File: src/rtl/saa_pkg.sv
package saa_pkg;

    localparam int P_W     = 17;
    localparam int T_W     = 16;
    localparam int CNT_W   = 7;
    localparam int PSUM_W  = 24;
    localparam int TSUM_W  = 23;
    localparam int DIV_W   = 24;
    localparam int REM_W   = CNT_W + 1;
    localparam int STEP_W  = 5;

    localparam logic [CNT_W-1:0]  COUNT_WRAP = 7'd127;
    localparam logic [CNT_W-1:0]  COUNT_HALF = 7'd64;
    localparam logic [STEP_W-1:0] DIV_LAST   = 5'd23;

    localparam logic OP_SAMPLE = 1'b0;
    localparam logic OP_READ   = 1'b1;

    typedef struct packed {
        logic add;
        logic start;
        logic step;
        logic finish;
        logic stale;
    } t_cmd;

    typedef struct packed {
        logic count_zero;
        logic step_last;
    } t_status;

    typedef struct packed {
        logic [REM_W-1:0] rem;
        logic [DIV_W-1:0] quo;
    } t_div;

    // one restoring division step
    function automatic t_div div_step(input t_div cur, input logic [CNT_W-1:0] d);
        t_div             nxt;
        logic [REM_W-1:0] trial;
        trial   = {cur.rem[REM_W-2:0], cur.quo[DIV_W-1]};
        nxt.quo = {cur.quo[DIV_W-2:0], 1'b0};
        if (trial >= {1'b0, d}) begin
            nxt.rem    = trial - {1'b0, d};
            nxt.quo[0] = 1'b1;
        end else begin
            nxt.rem = trial;
        end
        return nxt;
    endfunction

endpackage

File: src/rtl/saa_in_if.sv
interface saa_in_if;
    logic                         valid;
    logic                         ready;
    logic                         opcode;
    logic [saa_pkg::P_W-1:0]      pressure_in;
    logic signed [saa_pkg::T_W-1:0] temperature_in;

    modport source (output valid, output opcode, output pressure_in,
                    output temperature_in, input ready);
    modport sink   (input valid, input opcode, input pressure_in,
                    input temperature_in, output ready);
endinterface

File: src/rtl/saa_out_if.sv
interface saa_out_if;
    logic                           valid;
    logic                           ready;
    logic                           fresh;
    logic [saa_pkg::P_W-1:0]        pressure_avg;
    logic signed [saa_pkg::T_W-1:0] temperature_avg;
    logic [saa_pkg::CNT_W-1:0]      samples_used;
    logic                           healthy_flag;

    modport source (output valid, output fresh, output pressure_avg,
                    output temperature_avg, output samples_used,
                    output healthy_flag, input ready);
    modport sink   (input valid, input fresh, input pressure_avg,
                    input temperature_avg, input samples_used,
                    input healthy_flag, output ready);
endinterface

File: src/rtl/sample_accumulate_average.sv
// Sample word: accepted with no result word; next word taken the cycle after.
// Read word with samples pending: the sums are loaded on acceptance, divided by the count
//   at one quotient bit per cycle, then stored; the result word is valid after the store.
// Read word with no samples pending: result word valid the cycle after acceptance.
// One word in flight; input is ready again the cycle after the result word is taken.
// Reset (synchronous, active low) clears sums, counts, stored averages and the health flag.
module sample_accumulate_average (
    input  logic      i_clk,
    input  logic      i_rst_n,
    saa_in_if.sink    i_in,
    saa_out_if.source o_out
);

    saa_pkg::t_cmd    cmd;
    saa_pkg::t_status status;

    saa_ctrl u_ctrl (
        .i_clk       (i_clk),
        .i_rst_n     (i_rst_n),
        .i_in_valid  (i_in.valid),
        .i_opcode    (i_in.opcode),
        .i_out_ready (o_out.ready),
        .i_status    (status),
        .o_in_ready  (i_in.ready),
        .o_out_valid (o_out.valid),
        .o_cmd       (cmd)
    );

    saa_datapath u_datapath (
        .i_clk             (i_clk),
        .i_rst_n           (i_rst_n),
        .i_cmd             (cmd),
        .i_pressure        (i_in.pressure_in),
        .i_temperature     (i_in.temperature_in),
        .o_status          (status),
        .o_fresh           (o_out.fresh),
        .o_pressure_avg    (o_out.pressure_avg),
        .o_temperature_avg (o_out.temperature_avg),
        .o_samples_used    (o_out.samples_used),
        .o_healthy         (o_out.healthy_flag)
    );

    a_no_overlap: assert property (@(posedge i_clk) disable iff (!i_rst_n)
        o_out.valid |-> !i_in.ready)
        else $error("input ready while result word pending");

    a_fresh_count: assert property (@(posedge i_clk) disable iff (!i_rst_n)
        (o_out.valid && o_out.fresh) |-> (o_out.samples_used != '0))
        else $error("fresh result with zero sample count");

    a_healthy: assert property (@(posedge i_clk) disable iff (!i_rst_n)
        (i_in.valid && i_in.ready && (i_in.opcode == saa_pkg::OP_SAMPLE))
        |=> o_out.healthy_flag)
        else $error("health flag not set after sample");

    a_cmd_onehot: assert property (@(posedge i_clk) disable iff (!i_rst_n)
        $onehot0(cmd))
        else $error("conflicting datapath commands");

endmodule

File: src/rtl/saa_datapath.sv
module saa_datapath (
    input  logic                           i_clk,
    input  logic                           i_rst_n,
    input  saa_pkg::t_cmd                  i_cmd,
    input  logic [saa_pkg::P_W-1:0]        i_pressure,
    input  logic signed [saa_pkg::T_W-1:0] i_temperature,
    output saa_pkg::t_status               o_status,
    output logic                           o_fresh,
    output logic [saa_pkg::P_W-1:0]        o_pressure_avg,
    output logic signed [saa_pkg::T_W-1:0] o_temperature_avg,
    output logic [saa_pkg::CNT_W-1:0]      o_samples_used,
    output logic                           o_healthy
);

    logic [saa_pkg::PSUM_W-1:0]        r_psum;
    logic signed [saa_pkg::TSUM_W-1:0] r_tsum;
    logic [saa_pkg::CNT_W-1:0]         r_count;
    logic [saa_pkg::P_W-1:0]           r_pavg;
    logic signed [saa_pkg::T_W-1:0]    r_tavg;
    logic [saa_pkg::CNT_W-1:0]         r_cavg;
    logic                              r_healthy;
    logic                              r_fresh;

    saa_pkg::t_div                     r_pdiv;
    saa_pkg::t_div                     r_tdiv;
    logic                              r_tneg;
    logic [saa_pkg::STEP_W-1:0]        r_step;

    logic [saa_pkg::PSUM_W-1:0]        psum_add;
    logic signed [saa_pkg::TSUM_W-1:0] tsum_add;
    logic [saa_pkg::TSUM_W-1:0]        tsum_mag;
    logic [saa_pkg::T_W-1:0]           tq_mag;

    assign psum_add = r_psum + {{(saa_pkg::PSUM_W-saa_pkg::P_W){1'b0}}, i_pressure};
    assign tsum_add = r_tsum
                    + {{(saa_pkg::TSUM_W-saa_pkg::T_W){i_temperature[saa_pkg::T_W-1]}},
                       i_temperature};
    assign tsum_mag = r_tsum[saa_pkg::TSUM_W-1] ? (~r_tsum + 1'b1) : r_tsum;
    assign tq_mag   = r_tdiv.quo[saa_pkg::T_W-1:0];

    always_ff @(posedge i_clk) begin
        if (!i_rst_n) begin
            r_psum    <= '0;
            r_tsum    <= '0;
            r_count   <= '0;
            r_pavg    <= '0;
            r_tavg    <= '0;
            r_cavg    <= '0;
            r_healthy <= 1'b0;
            r_fresh   <= 1'b0;
        end else begin
            if (i_cmd.add) begin
                r_healthy <= 1'b1;
                if (r_count == saa_pkg::COUNT_WRAP) begin
                    r_count <= saa_pkg::COUNT_HALF;
                    r_psum  <= {1'b0, psum_add[saa_pkg::PSUM_W-1:1]};
                    r_tsum  <= {tsum_add[saa_pkg::TSUM_W-1], tsum_add[saa_pkg::TSUM_W-1:1]};
                end else begin
                    r_count <= r_count + 1'b1;
                    r_psum  <= psum_add;
                    r_tsum  <= tsum_add;
                end
            end
            if (i_cmd.stale) begin
                r_fresh <= 1'b0;
            end
            if (i_cmd.finish) begin
                r_fresh <= 1'b1;
                r_pavg  <= r_pdiv.quo[saa_pkg::P_W-1:0];
                r_tavg  <= r_tneg ? (~tq_mag + 1'b1) : tq_mag;
                r_cavg  <= r_count;
                r_count <= '0;
                r_psum  <= '0;
                r_tsum  <= '0;
            end
        end
    end

    // shared-count long division, one quotient bit per cycle on both sums
    always_ff @(posedge i_clk) begin
        if (i_cmd.start) begin
            r_pdiv.rem <= '0;
            r_pdiv.quo <= r_psum;
            r_tdiv.rem <= '0;
            r_tdiv.quo <= {1'b0, tsum_mag};
            r_tneg     <= r_tsum[saa_pkg::TSUM_W-1];
            r_step     <= '0;
        end else if (i_cmd.step) begin
            r_pdiv <= saa_pkg::div_step(r_pdiv, r_count);
            r_tdiv <= saa_pkg::div_step(r_tdiv, r_count);
            r_step <= r_step + 1'b1;
        end
    end

    assign o_status.count_zero = (r_count == '0);
    assign o_status.step_last  = (r_step == saa_pkg::DIV_LAST);

    assign o_fresh           = r_fresh;
    assign o_pressure_avg    = r_pavg;
    assign o_temperature_avg = r_tavg;
    assign o_samples_used    = r_cavg;
    assign o_healthy         = r_healthy;

endmodule

File: src/rtl/saa_ctrl.sv
module saa_ctrl (
    input  logic             i_clk,
    input  logic             i_rst_n,
    input  logic             i_in_valid,
    input  logic             i_opcode,
    input  logic             i_out_ready,
    input  saa_pkg::t_status i_status,
    output logic             o_in_ready,
    output logic             o_out_valid,
    output saa_pkg::t_cmd    o_cmd
);

    localparam logic [1:0] ST_IDLE = 2'd0;
    localparam logic [1:0] ST_DIV  = 2'd1;
    localparam logic [1:0] ST_FIN  = 2'd2;
    localparam logic [1:0] ST_OUT  = 2'd3;

    logic [1:0] r_state;
    logic [1:0] n_state;

    always_comb begin
        n_state = r_state;
        o_cmd   = '0;
        case (r_state)
            ST_IDLE: begin
                if (i_in_valid) begin
                    if (i_opcode == saa_pkg::OP_SAMPLE) begin
                        o_cmd.add = 1'b1;
                    end else if (i_status.count_zero) begin
                        o_cmd.stale = 1'b1;
                        n_state     = ST_OUT;
                    end else begin
                        o_cmd.start = 1'b1;
                        n_state     = ST_DIV;
                    end
                end
            end
            ST_DIV: begin
                o_cmd.step = 1'b1;
                if (i_status.step_last) begin
                    n_state = ST_FIN;
                end
            end
            ST_FIN: begin
                o_cmd.finish = 1'b1;
                n_state      = ST_OUT;
            end
            ST_OUT: begin
                if (i_out_ready) begin
                    n_state = ST_IDLE;
                end
            end
            default: begin
                n_state = ST_IDLE;
            end
        endcase
    end

    always_ff @(posedge i_clk) begin
        if (!i_rst_n) begin
            r_state <= ST_IDLE;
        end else begin
            r_state <= n_state;
        end
    end

    assign o_in_ready  = (r_state == ST_IDLE);
    assign o_out_valid = (r_state == ST_OUT);

endmodule

File: src/flat_wrapper.sv
// flat-port wrapper written by rule: the top's interface ports become plain ports
module sample_accumulate_average_flat 
  (i_clk, i_rst_n, i_in_valid, i_in_opcode, i_in_pressure_in, i_in_temperature_in, i_in_ready, o_out_valid, o_out_fresh, o_out_pressure_avg, o_out_temperature_avg, o_out_samples_used, o_out_healthy_flag, o_out_ready);
  saa_in_if i_in_i ();
  saa_out_if o_out_i ();
  input  logic i_clk;
  input  logic i_rst_n;
  input wire logic [$bits(i_in_i.valid)-1:0] i_in_valid;
  input wire logic [$bits(i_in_i.opcode)-1:0] i_in_opcode;
  input wire logic [$bits(i_in_i.pressure_in)-1:0] i_in_pressure_in;
  input wire logic [$bits(i_in_i.temperature_in)-1:0] i_in_temperature_in;
  output wire logic [$bits(i_in_i.ready)-1:0] i_in_ready;
  output wire logic [$bits(o_out_i.valid)-1:0] o_out_valid;
  output wire logic [$bits(o_out_i.fresh)-1:0] o_out_fresh;
  output wire logic [$bits(o_out_i.pressure_avg)-1:0] o_out_pressure_avg;
  output wire logic [$bits(o_out_i.temperature_avg)-1:0] o_out_temperature_avg;
  output wire logic [$bits(o_out_i.samples_used)-1:0] o_out_samples_used;
  output wire logic [$bits(o_out_i.healthy_flag)-1:0] o_out_healthy_flag;
  input wire logic [$bits(o_out_i.ready)-1:0] o_out_ready;
  assign i_in_i.valid = i_in_valid;
  assign i_in_i.opcode = i_in_opcode;
  assign i_in_i.pressure_in = i_in_pressure_in;
  assign i_in_i.temperature_in = i_in_temperature_in;
  assign i_in_ready = i_in_i.ready;
  assign o_out_valid = o_out_i.valid;
  assign o_out_fresh = o_out_i.fresh;
  assign o_out_pressure_avg = o_out_i.pressure_avg;
  assign o_out_temperature_avg = o_out_i.temperature_avg;
  assign o_out_samples_used = o_out_i.samples_used;
  assign o_out_healthy_flag = o_out_i.healthy_flag;
  assign o_out_i.ready = o_out_ready;
  sample_accumulate_average u_core (.i_clk(i_clk), .i_rst_n(i_rst_n), .i_in(i_in_i), .o_out(o_out_i));
endmodule
File: config.mk
export PLATFORM = sky130hd
export DESIGN_NAME = sample_accumulate_average_flat
export DESIGN_NICKNAME = d
export VERILOG_FILES = /design/src/rtl/saa_pkg.sv /design/src/rtl/saa_in_if.sv /design/src/rtl/saa_out_if.sv /design/src/rtl/sample_accumulate_average.sv /design/src/rtl/saa_datapath.sv /design/src/rtl/saa_ctrl.sv /design/src/flat_wrapper.sv
export SDC_FILE = /design/constraint.sdc
export NUM_CORES = 1
export LEC_CHECK = 0
export BUFFER_PORTS_ARGS = -buffer_cell sky130_fd_sc_hd__buf_4
export CORE_ASPECT_RATIO = 2
export CORE_UTILIZATION = 47
export CTS_CLUSTER_SIZE = 8
export DETAILED_ROUTE_END_ITERATION = 10
export PLACE_DENSITY = 0.74
export SYNTH_ARGS = -nofsm -noshare
export SYNTH_HDL_FRONTEND = slang
export SYNTH_SLANG_ARGS = --single-unit
export TNS_END_PERCENT = 5
File: constraint.sdc
create_clock -name i_clk -period 3.3 [get_ports i_clk]
set_input_delay 0.33 -clock i_clk [delete_from_list [all_inputs] [get_ports i_clk]]
set_output_delay 0.33 -clock i_clk [all_outputs]
set_load 0.01 [all_outputs]
* Yosys cells after proc, flatten, opt, wreduce, memory -nomap -nowiden
Cells that the tools add are included.
** Word-level totals
- Bits of input ports :: 38
- Register bits :: 166
- Output and inout port bits :: 44
** Operators by class
- Equal/unequal tests :: 9
- $lt $le $gt $ge :: 2
- Reductions and logical operators :: 6
- Bitwise logic cells :: 3
- Mux-type cells :: 32
- Add/subtract/negate cells :: 8
** Operators by type and width (count)
- 24-bit 2-to-1 mux :: 3
- 23-bit 2-to-1 mux :: 3
- 24-bit by 17-bit adder with 24-bit output :: 1
- 23-bit by 1-bit adder with 23-bit output, second input constant :: 1
- 23-bit adder :: 1
- 23-bit NOT :: 1
- 22-bit 2-to-1 mux :: 1
- 7-bit 2-to-1 mux :: 3
- 16-bit by 1-bit adder with 16-bit output, second input constant :: 1
- 8-bit by 7-bit >= comparator with 1-bit output :: 2
- 16-bit 2-to-1 mux :: 1
- 16-bit NOT :: 1
- 2-bit 2-to-1 mux :: 7
- 7-bit subtractor :: 2
- 1-bit 2-to-1 mux :: 13
- 2-bit one-hot mux with 4 select lines :: 1
- 7-bit by 1-bit adder with 7-bit output, second input constant :: 1
- 7-bit equality test, second input constant :: 1
- 7-bit logical NOT :: 1
- 5-bit by 1-bit adder with 5-bit output, second input constant :: 1
- 5-bit equality test, second input constant :: 1
- 2-bit equality test, second input constant :: 2
- 2-bit by 1-bit inequality test with 1-bit output, second input constant :: 2
- 2-bit inequality test, second input constant :: 2
- other kinds (6) :: 7

* Longest topological paths before layout
- Word-level depth :: 7
- Gate-level depth with buffers :: 13
- Mapped depth without buffers :: 12

* Hierarchy
Synthesis repeated with hierarchy kept, for this count alone.
** Second synthesis, totals
- Cell total of the unflattened synthesis :: 1133
- Area, all modules :: 10183.5 µm²
** By module, submodules not included
- saa_datapath :: sequential area each 3763.6 µm², times used 1, cells an instance 1109, area each 9942.0 µm²
- saa_ctrl :: sequential area each 40.0 µm², times used 1, cells an instance 24, area each 241.5 µm²

* Least setup slack after synthesis
No wires, ideal clock.
- Path kind :: input port to flip-flop
- From :: input i_in_pressure_in[0]
- To :: register u_core.u_datapath.r_psum[22] (netlist bit)
- Arrival time :: 2.505 ns
- Data required time :: 3.229 ns
- Slack :: 0.724 ns
- Library setup time :: 0.071 ns
- Stages :: 11
- Cell sequence :: ha_1 fa_1 a21oi_1 o21ai_0 a211o_1 a31oi_1 a31oi_1 and3_1 o21ai_0 nand2_1 a21oi_1
** Between the ends
- Longest elaborated chain between the ends :: 2
** Ends and longest elaborated chain
- start: declaration :: line flat_wrapper.sv:10 : input wire logic [$bits(i_in_i.pressure_in)-1:0] i_in_pressure_in;
- 24-bit by 17-bit adder with 24-bit output :: line saa_datapath.sv:34 : assign psum_add = r_psum + {{(saa_pkg::PSUM_W-saa_pkg::P_W){1'b0}}, i_pressure};
- 24-bit 2-to-1 mux :: line saa_datapath.sv:54 : if (r_count == saa_pkg::COUNT_WRAP) begin
- end signal: assignment :: line saa_datapath.sv:56 : r_psum <= {1'b0, psum_add[saa_pkg::PSUM_W-1:1]};
- end signal: assignment :: line saa_datapath.sv:60 : r_psum <= psum_add;
- end: declaration :: line saa_datapath.sv:15 : logic [saa_pkg::PSUM_W-1:0] r_psum;
Every way passes these cells.
A chain may end at the register's enable or synchronous reset.

* Worst setup path after layout
- From :: register u_core.u_datapath.r_tsum[0] (netlist bit)
- To :: register u_core.u_datapath.r_tsum[22] (netlist bit)
** Between the ends
- Longest elaborated chain between the ends :: 1
** Ends and longest elaborated chain
- start: declaration :: line saa_datapath.sv:16 : logic signed [saa_pkg::TSUM_W-1:0] r_tsum;
- start signal: assignment :: line saa_datapath.sv:57 : r_tsum <= {tsum_add[saa_pkg::TSUM_W-1], tsum_add[saa_pkg::TSUM_W-1:1]};
- start signal: assignment :: line saa_datapath.sv:61 : r_tsum <= tsum_add;
- 23-bit adder :: line saa_datapath.sv:36 : + {{(saa_pkg::TSUM_W-saa_pkg::T_W){i_temperature[saa_pkg::T_W-1]}},
Every way passes these cells.

==> out/results.tsv <==
stage	metric	value	unit
sta	final number of hold-violating endpoints	0	
cts	CTS tree	built	
pwr	clock share of power	0.245	
outcome	status	complete, no violations	
pwr	register share of total power	0.365	
sta	Tmin final	3.00	ns
worst_setup_path	R2R Setup Slk	0.30	ns
pwr	Comb power frac	0.390	
logic_synthesis	most common flop cell mapped by yosys	dfxtp_1	
pwr	NetSw	3200	uW
logic_synthesis	number of distinct library cells after synthesis	66	
worst_setup_path	reg-to-reg startpoint	u_core.u_datapath.r_tsum[0]	
logic_synthesis	yosys warns	0	
logic_synthesis	synthesis-stage register bit count	166	
flow_run	Max Cap Violations	0	
routing	drt via density	5.72	
worst_setup_path	Startpoint Class	flop	
sta	actual slew at the worst max-slew pin	1.07	ns
sta	max frequency	334	MHz
worst_setup_path	largest stage delay on the critical path	0.39	ns
pwr	pwr dens	759	nW/um2
floorplan	chip height	207	um
routing	post-DR wirelength/cell	16.3	um
pwr	Internal Power	5490	uW
sta	final worst-path cycle share	0.908	
floorplan	Die X	105	um
floorplan	Site Rows	74	
worst_setup_path	crit path DAT	3.35	ns
final_layout	fraction of final layout cells sized beyond drive strength 1	0.122	
routing	Initial DRC Count	429	
logic_synthesis	Seq/Total Area, Yosys	0.384	
cts	CTS Root Cell	clkbuf_16	
min_path	Hold Crit Class	input pin to flop	
logic_synthesis	ranking of synthesized cells by area	dfxtp_1 24%, edfxtp_1 15%, ha_1 7.8%	
placement	gpl congestion	0.887	
logic_synthesis	ys async rst share	0	
sta	RSZ-0062 raised after global routing	no	
placement	hpwl dp	18300	um
cts	H-tree depth	4	
grt	pin count of the biggest net entering global routing	67	
logic_synthesis	Synth top area share	0.238	
sta	max_slew headroom	0.287	
final_layout	Util after Layout	0.557	
routing	top sig layer	met4	
cts	cts hold-fix bufs	0	
cts	Worst-Skew Late Latency	0.44	ns
routing	DRC	0	
worst_setup_path	critical-path cell list	ha_1, inv_1, fa_1, nor2b_1, o31a_1, o311ai_1, buf_4, and4_1, o31ai_1, a21oi_1, xor2_1, or3_1, a21oi_1	
grt	initial antenna violation count	0	
floorplan	Initial Util	0.482	
cts	Inserted Clock Buffers	17	
logic_synthesis	Mapped Nets	1270	
logic_synthesis	cell count after synthesis	1166	
final_layout	fin nets	1335	
pwr	leak pwr	0.00476	uW
worst_setup_path	critical path endpoint category	flop	
final_layout	area grow syn2layout	15.4	%
grt	global-route usage over all layers	0.236	
pwr	maximum VDD drop	0.000495	V
routing	WL final	24700	um
routing	TritonRoute pass-1 iters	5	
logic_synthesis	post-synth top area cell	dfxtp_1	
floorplan	core area	20600	um2
sta	Slew Viols, Final	0	
worst_setup_path	Worst Setup Path Type	flop to flop	
min_path	HP Start	i_rst_n	
logic_synthesis	cell with the most instances after synthesis	nand2_1	
routing	met1 WL	9460	um
logic_synthesis	Mapped Area	9910	um2
worst_setup_path	Worst EP required	3.65	ns
cts	Sink Count	166	
cts	Post-CTS Setup Bufs	0	
cts	clk buf depth	2	
grt	Congestion Overflow GR	0	
worst_setup_path	R2R cell count	13	
worst_setup_path	critical path fanouts, max	5	
cts	clk slew on worst S/H paths	0.06	ns
floorplan	Die Area	21700	um2
min_path	hold path depth	2	
min_path	WHS Endpoint	u_core.u_ctrl.r_state[1]	
final_layout	antenna cells	0	
worst_setup_path	Most common cell on crit path	a21oi_1	
logic_synthesis	EDFF count, synth	48	
logic_synthesis	Post-synth top cells	176 x nand2_1, 131 x nor2_1, 118 x dfxtp_1, 87 x a21oi_1, 66 x o21ai_0	
sta	clk_skew	0.00658	ns
grt	global-route wire length before repair	41000	um
routing	antenna viol nets, final	0	
routing	WL met2	13100	um
routing	met3 WL	770	um
sta	setup TNS	0	ns
sta	Setup violations, final	0	
placement	Port Buf Inserts	81	
logic_synthesis	Avg Synthesized Cell Area	8.50	um2
routing	vias	8637	
worst_setup_path	RR Endpoint	u_core.u_datapath.r_tsum[22]	
worst_setup_path	CP max stage cell	fa_1	
floorplan	number of placed I/O pins	82	
pwr	sw frac	0.368	
grt	vias in the first global route	8630	
[state kept, by name, indices dropped and copies added, names as in the netlist]
register and count:
u_core.u_ctrl.r_state 2, u_core.u_datapath.o_fresh 1, u_core.u_datapath.o_healthy 1, u_core.u_datapath.o_pressure_avg 17
u_core.u_datapath.o_samples_used 7, u_core.u_datapath.o_temperature_avg 16, u_core.u_datapath.r_count 7, u_core.u_datapath.r_pdiv 31
u_core.u_datapath.r_psum 24, u_core.u_datapath.r_step 5, u_core.u_datapath.r_tdiv 31, u_core.u_datapath.r_tneg 1
u_core.u_datapath.r_tsum 23
[stage by stage]
step / total power (uW) / setup slack, ns / hold slack, ns / instance area [um2] / cells
2_1_floorplan: 5600 / 0.724 / 0.409 / 9910 / 1166
3_3_place_gp: 6490 / 0.325 / 0.457 / 10800 / 1478
3_5_place_dp: 6590 / 0.251 / 0.465 / 10800 / 1478
4_1_cts: 8740 / 0.242 / 0.152 / 11400 / 1510
5_1_grt: 9300 / 0.0283 / 0.148 / 11400 / 1510
6_report: 8690 / 0.303 / 0.164 / 11400 / 1510
[layout by cell type, fill, tap and decap left out, types with 39 or more instances in the layout]
master,count
buf_4,103
xor2_1,49
edfxtp_1,48
nand2_1,176
ha_1,61
a21oi_1,87
nor2_1,131
mux2i_1,39
dfxtp_1,117
o21ai_0,66
[repair_timing]
| item | in CTS | in global routing |
|---|---|---|
| endpoints found under the hold margin | 0 | 0 |
| endpoints found under the setup margin | 0 | 1 |
| gates resized for setup | 0 | 1 |
[routing by layer]
layer	GRT usage	up-vias
met5	0	-
met4	0.156	0
met3	0.0421	86
met2	0.437	224
met1	0.238	4064
li1	-	4263
[power groups by stage]
stage / logic [uW] / registers, uW / clock network, uW
2_1_floorplan: 2460 / 3140 / 0
3_3_place_gp: 3300 / 3190 / 0
3_5_place_dp: 3380 / 3210 / 0
4_1_cts: 3410 / 3170 / 2160
5_1_grt: 3820 / 3240 / 2240
6_report: 3390 / 3170 / 2130
[layout make-up]
type / count / area (um2)
tap: 266 / 333
timing repair buffer: 103 / 773
inverter: 38 / 143
sequential: 166 / 3800
clock buffer: 23 / 542
multi-input combinational: 905 / 5740
fill: 1899 / 9110
clock inverter: 9 / 105
[worst max-delay path: cells and delay by family (launching register included)]
family / cells / cell delay [ns]
compound gates: 5 / 0.90
xor+xnor: 1 / 0.16
fa+ha+maj: 2 / 0.59
buf+inv: 2 / 0.22
flops: 1 / 0.36
simple gates: 3 / 0.67
[cell families (layout without fill, tap and decap cells)]
| family | Yosys count | after routing | synth area share |
|---|---|---|---|
| AND/OR/NAND/NOR | 414 | 414 | 0.183 |
| adder cells (fa/ha/maj) | 66 | 66 | 0.0863 |
| multiplexers | 39 | 39 | 0.0394 |
| AO/OA/AOI/OAI | 301 | 301 | 0.194 |
| flip-flops | 166 | 166 | 0.384 |
| buffers and inverters | 95 | 173 | 0.0380 |
| XOR/XNOR | 85 | 85 | 0.0751 |
[worst max path at each step]
stage	start	to	depth (start not counted)
floorplan	i_in_pressure_in[0]	u_core.u_datapath.r_psum[22]	11
global placement	i_in_pressure_in[0]	u_core.u_datapath.r_psum[22]	12
detailed placement	i_in_pressure_in[0]	u_core.u_datapath.r_psum[20]	12
CTS	u_core.u_datapath.r_tsum[0]	u_core.u_datapath.r_tsum[22]	13
global route	u_core.u_datapath.r_tsum[0]	u_core.u_datapath.r_tsum[22]	13
finish	u_core.u_datapath.r_tsum[0]	u_core.u_datapath.r_tsum[22]	13
Power figures use the tool's default switching activity.
